--- config.mk ---
export PLATFORM = sky130hd
export DESIGN_NAME = crlf_line_ending_dot_stuffing
export DESIGN_NICKNAME = d
export VERILOG_FILES = /design/src/crlf_pkg.sv /design/src/crlf_line_ending_dot_stuffing.sv
export SDC_FILE = /design/constraint.sdc
export NUM_CORES = 1
export LEC_CHECK = 0
export BUFFER_PORTS_ARGS = -buffer_cell sky130_fd_sc_hd__buf_2
export CAP_MARGIN = 20
export CORE_MARGIN = 2
export CORE_UTILIZATION = 43
export CTS_CLUSTER_DIAMETER = 60
export CTS_CLUSTER_SIZE = 30
export DETAILED_ROUTE_END_ITERATION = 8
export SETUP_SLACK_MARGIN = 0.05
export SLEW_MARGIN = 30
export SYNTH_ARGS = -nofsm -noshare
export SYNTH_HDL_FRONTEND = slang
export SYNTH_SLANG_ARGS = --single-unit
--- constraint.sdc ---
create_clock -name aclk -period 2.1 [get_ports aclk]
set_input_delay 0.42 -clock aclk [delete_from_list [all_inputs] [get_ports aclk]]
set_output_delay 0.42 -clock aclk [all_outputs]
set_load 0.05 [all_outputs]
--- src/crlf_pkg.sv ---
// Constants of the CRLF / dot-stuffing converter: character codes,
// register indexes and field widths. No dependencies.
package crlf_pkg;

    localparam int BYTE_W = 8;
    localparam int CFG_ADDR_W = 1;
    localparam int CFG_DATA_W = 1;

    localparam logic [BYTE_W-1:0] CH_CR  = 8'h0D;
    localparam logic [BYTE_W-1:0] CH_LF  = 8'h0A;
    localparam logic [BYTE_W-1:0] CH_DOT = 8'h2E;

    localparam logic [CFG_ADDR_W-1:0] REG_ENCODE_MODE = 1'b0;
    localparam logic [CFG_ADDR_W-1:0] REG_DOT_MODE    = 1'b1;

endpackage

--- src/crlf_line_ending_dot_stuffing.sv ---
// Channel   | dir | tdata (low bit up) | tuser | tlast
// s_ (in)   | in  | in_byte[7:0]       | -     | -
// m_ (out)  | out | out_byte[7:0]      | -     | last_of_run
// cfg       | in  | index 0 encode_mode, index 1 dot_mode, one bit of data
//
// One input byte is taken per cycle while s_tready is high; its zero to two
// result bytes are computed in the same cycle and land in a two-entry output queue.
// Output drains one byte per cycle while m_tready is high, so a byte that
// yields two results keeps s_tready low until its first result has left.
// s_tready is high when the queue is empty or its single entry leaves in this cycle.
// Reset (aresetn low, synchronous) empties the queue and restores modes
// and line state. A pending decode CR is never flushed.
// Depends on crlf_pkg.
module crlf_line_ending_dot_stuffing (
    input  logic                            aclk,
    input  logic                            aresetn,
    input  logic                            s_tvalid,
    output logic                            s_tready,
    input  logic [crlf_pkg::BYTE_W-1:0]     s_tdata,   // [7:0] in_byte
    output logic                            m_tvalid,
    input  logic                            m_tready,
    output logic [crlf_pkg::BYTE_W-1:0]     m_tdata,   // [7:0] out_byte
    output logic                            m_tlast,
    input  logic                            cfg_we,
    input  logic [crlf_pkg::CFG_ADDR_W-1:0] cfg_addr,
    input  logic [crlf_pkg::CFG_DATA_W-1:0] cfg_wdata
);
    import crlf_pkg::*;

    logic encode_reg, dot_reg;
    logic seen_cr_reg, seen_cr_next;
    logic line_start_reg, line_start_next;
    logic seen_dot_reg, seen_dot_next;

    logic [BYTE_W-1:0] byte_reg [2];
    logic [BYTE_W-1:0] byte_next [2];
    logic              last_reg [2];
    logic              last_next [2];
    logic [1:0]        cnt_reg, cnt_next;

    logic [1:0]        n_res;
    logic [BYTE_W-1:0] res [2];
    logic [BYTE_W-1:0] c;
    logic              s_xfer, m_xfer;

    assign c        = s_tdata;
    assign m_tvalid = (cnt_reg != 2'd0);
    assign m_tdata  = byte_reg[0];
    assign m_tlast  = last_reg[0];
    assign m_xfer   = m_tvalid && m_tready;
    assign s_tready = (cnt_reg == 2'd0) || ((cnt_reg == 2'd1) && m_tready);
    assign s_xfer   = s_tvalid && s_tready;

    // Results for the byte on s_tdata, and the line state it leaves.
    always_comb begin
        n_res           = 2'd0;
        res[0]          = c;
        res[1]          = c;
        seen_cr_next    = seen_cr_reg;
        line_start_next = line_start_reg;
        seen_dot_next   = seen_dot_reg;
        if (encode_reg) begin
            if (c == CH_CR) begin
                seen_cr_next = 1'b1;
            end else if (c == CH_LF) begin
                line_start_next = 1'b1;
                if (!seen_cr_reg) begin
                    res[n_res[0]] = CH_CR;
                    n_res         = n_res + 2'd1;
                end
                seen_cr_next = 1'b0;
            end else begin
                if (dot_reg && c == CH_DOT && line_start_reg) begin
                    res[n_res[0]] = CH_DOT;
                    n_res         = n_res + 2'd1;
                end
                seen_cr_next    = 1'b0;
                line_start_next = 1'b0;
            end
            res[n_res[0]] = c;
            n_res         = n_res + 2'd1;
        end else if (c == CH_CR) begin
            seen_dot_next   = 1'b0;
            seen_cr_next    = 1'b1;
            line_start_next = 1'b0;
        end else if (seen_cr_reg && c == CH_LF) begin
            // CR LF collapses to LF; dot tracking is skipped for this byte
            seen_cr_next    = 1'b0;
            line_start_next = 1'b1;
            res[0]          = c;
            n_res           = 2'd1;
        end else begin
            if (seen_cr_reg) begin
                seen_cr_next  = 1'b0;
                res[n_res[0]] = CH_CR;
                n_res         = n_res + 2'd1;
            end
            // drop the second dot of a stuffed leading pair
            if (!(dot_reg && seen_dot_reg && c == CH_DOT)) begin
                res[n_res[0]] = c;
                n_res         = n_res + 2'd1;
            end
            if (dot_reg && c == CH_DOT) begin
                if (line_start_reg) begin
                    seen_dot_next = 1'b1;
                end else if (seen_dot_reg) begin
                    seen_dot_next = 1'b0;
                end
            end
            line_start_next = 1'b0;
        end
    end

    // Queue update: a new transfer only enters when the queue is empty after pop.
    always_comb begin
        byte_next[0] = byte_reg[0];
        byte_next[1] = byte_reg[1];
        last_next[0] = last_reg[0];
        last_next[1] = last_reg[1];
        cnt_next     = cnt_reg;
        if (s_xfer) begin
            byte_next[0] = res[0];
            byte_next[1] = res[1];
            last_next[0] = (n_res == 2'd1);
            last_next[1] = 1'b1;
            cnt_next     = n_res;
        end else if (m_xfer) begin
            byte_next[0] = byte_reg[1];
            last_next[0] = last_reg[1];
            cnt_next     = cnt_reg - 2'd1;
        end
    end

    always_ff @(posedge aclk) begin
        byte_reg[0] <= byte_next[0];
        byte_reg[1] <= byte_next[1];
        last_reg[0] <= last_next[0];
        last_reg[1] <= last_next[1];
    end

    always_ff @(posedge aclk) begin
        if (!aresetn) begin
            cnt_reg        <= 2'd0;
            encode_reg     <= 1'b1;
            dot_reg        <= 1'b0;
            seen_cr_reg    <= 1'b0;
            line_start_reg <= 1'b1;
            seen_dot_reg   <= 1'b0;
        end else begin
            cnt_reg <= cnt_next;
            if (s_xfer) begin
                seen_cr_reg    <= seen_cr_next;
                line_start_reg <= line_start_next;
                seen_dot_reg   <= seen_dot_next;
            end
            if (cfg_we) begin
                case (cfg_addr)
                    REG_ENCODE_MODE: encode_reg <= cfg_wdata[0];
                    REG_DOT_MODE:    dot_reg    <= cfg_wdata[0];
                    default:         ;
                endcase
            end
        end
    end

endmodule

==> metrics.md <==
| Metric | Value |
|---|---|
| Fin util | `0.495` |
| CP Data Required Time | `2.18 ns` |
| Crit path from | `dot_reg` |
| Reg2reg path depth | `6` |
| Placed cells | `176` |
| Worst flop-to-flop path endpoint | `last_reg[0][0]` |
| Vias in the first global route | `954` |
| TritonCTS clock tree | `done` |
| # port buffers | `25` |
| Ys Warns | `0` |
| Part of the Yosys area used for sequential elements | `0.509` |
| Tot GR Track Use | `0.162` |
| Clock transition at path regs | `0.13 ns` |
| FP Rows | `20` |
| Fillcell total | `278` |
| Max Buffers Root-to-Sink | `2` |
| Arrival @ worst endpoint | `1.95 ns` |
| Area taken by flip-flops and latches | `671 um^2` |
| Share of cells above drive strength 1 | `0.293` |
| Ant. Diodes | `0` |
| VDD IR-drop max | `444 uV` |
| R2R Path Start | `dot_reg` |
| Number of setup buffers added after CTS | `0` |
| Num CTS Buffers | `3` |
| Post-DP Area | `1450 um^2` |
| Largest net degree at the start of global routing | `15` |
| Fmax achieved | `534 MHz` |
| First-pass GRT wire length | `4.19 mm` |
| Finished Layout Cells | `180` |
| Initial antenna violation count | `0` |
| Relative slew slack | `0.783` |
| Area contributors post-synth | `edfxtp_1 39%, dfxtp_1 12%, nand2_1 6.6%, buf_4 4.6%, ha_1 2.8%` |
| Post-synth top cells | `23 x nand2_1, 17 x edfxtp_1, 8 x buf_4, 8 x dfxtp_1` |
| Number of remaining DRC errors | `0` |
| RSZ-0062 raised after global routing | `no` |
| IO Count | `26` |
| HP Class | `in2reg` |
| Clock Skews | `0.00310 ns` |
| Final hold viol count | `0` |
| R2r setup slk | `0.23 ns` |
| Syn_area_per_cell | `10.6 um^2` |
| Vias | `995` |
| Final HPWL DP | `1.88 mm` |
| Final wirelength | `2.52 mm` |
| Max Slew Vio Count | `0` |
| Routed WL per cell | `14.0 um` |
| Critical path peak fanout | `2` |
| Area Overhead vs Synth | `11.9%` |
| Initial DRC Count | `47` |
| Syn Nets | `142` |
| Final Net Count | `166` |
| Vias per cell | `5.53` |
| Die Y | `59.4 um` |
| Hold_sp | `s_tdata[3]` |
| Crit. End Element | `flop` |
| Total power | `1.25 mW` |
| Most frequent cell after synthesis | `nand2_1` |
| Core ar. | `2980 um^2` |
| CTS resizes | `0` |
| Router iterations before antenna repair | `4` |
| Area of the multi-input gates | `547 um^2` |
| Most used DFF post-synth | `edfxtp_1` |
| Asr flop ratio synth | `0` |
| Die area | `3520 um^2` |
| Status | `complete, no violations` |
| Setup violators final | `0` |
| Clock Latency Late Sink | `0.32 ns` |
| Design area | `1470 um^2` |
| Synth Register Bits | `25` |
| CTS root buffer | `clkbuf_4` |
| Final RePlAce weighted congestion | `0.874` |
| Synth Instances | `124` |
| DP Worst Slack | `0.0350 ns` |
| CP Launch Type | `flop` |
| Die width | `59.4 um` |
| Final period util | `0.892` |
| Largest register FFs | `16` |
| Hold Slack | `0.311 ns` |
| Maxcap violations | `0` |
| H-tree levels | `1` |
| Fin crit period | `1.87 ns` |
| Share of the synthesized area in the top cell type | `0.387` |
| Synth Cell Area | `1320 um^2` |
| Worst Tran Pin Value | `0.325 ns` |
| Area leader, netlist | `edfxtp_1` |
| CP endpoint | `last_reg[0][0]` |
| Initial core utilization | `0.442` |
| Library cells used by synthesis | `41` |
| Sink Count | `25` |
| Worst setup margin | `0.228 ns` |
| GRT overflow | `0` |
| Pwr Density | `845 nW/um^2` |
| Setup TNS | `0 ns` |
| Antenna viol nets, final | `0` |
| Post-CTS Hold Buffers | `0` |
| Post-synth EDFFs | `17` |
| Type of the worst setup path | `reg2reg` |
| Leak | `0.572 nW` |
power by group:
part	total, mW	switching (mW)	leakage (nW)	internal, mW
Sequential	0.632	0.0243	0.227	0.607
Combinational	0.400	0.295	0.329	0.106
Clock	0.214	0.139	0.0150	0.0743
worst max-delay path, stage by stage (launching register included):
cell       delay [ns]
dfxtp_1          0.36
nand4_1          0.11
and4bb_4         0.36
nand2_1          0.07
ha_1             0.31
a2111oi_4        0.34
nor3_1           0.09
routing by layer:
metal  share of wire  global-route usage
met5               0                   0
met1            0.43               0.195
met4           0.024              0.0779
met3           0.042              0.0262
met2            0.50               0.281
logic make-up after synthesis:
logic type | Yosys count | synth area share
flops | 25 | 0.509
fa+ha+maj | 3 | 0.0285
buf+inv | 18 | 0.0760
simple gates | 46 | 0.188
mux | 2 | 0.0161
compound gates | 30 | 0.182
cells in the final DEF (no fill, tap or decap), drive strengths merged:
cell	n
buf	30
nand2	23
edfxtp	17
o21ai	11
dfxtp	8
inv	7
nor2	7
a21oi	4
clkbuf	4
a21boi	3
ha	3
nor3	3
nand4	2
nand3	2
o211ai	2
and3	2
a211oi	2
a311oi	2
mux2	1
a21o	1
and4bb	1
nor2b	1
and3b	1
nor3b	1
nor4bb	1
o32a	1
a31oi	1
mux2i	1
a2111oi	1
nand2b	1
o311ai	1
and2	1
o221a	1
worst min-delay path by stage:
stage | endpoint | slack (ns) | cells after the start
6_report | byte_reg[0][11] | 0.31 | 1
5_1_grt | byte_reg[0][13] | 0.30 | 1
4_1_cts | byte_reg[0][11] | 0.30 | 1
3_5_place_dp | last_reg[0][1] | 0.41 | 2
3_3_place_gp | last_reg[0][1] | 0.41 | 2
2_1_floorplan | last_reg[0][1] | 0.39 | 2
cell type report:
class | instances | share of cell area
Inverter | 7 | 0.0178
Clock buffer | 4 | 0.0178
Tap cell | 33 | 0.0280
Timing Repair Buffer | 30 | 0.110
Sequential cell | 25 | 0.455
Multi-Input combinational cell | 81 | 0.371
Note: power is estimated with default switching activity, not from simulation.
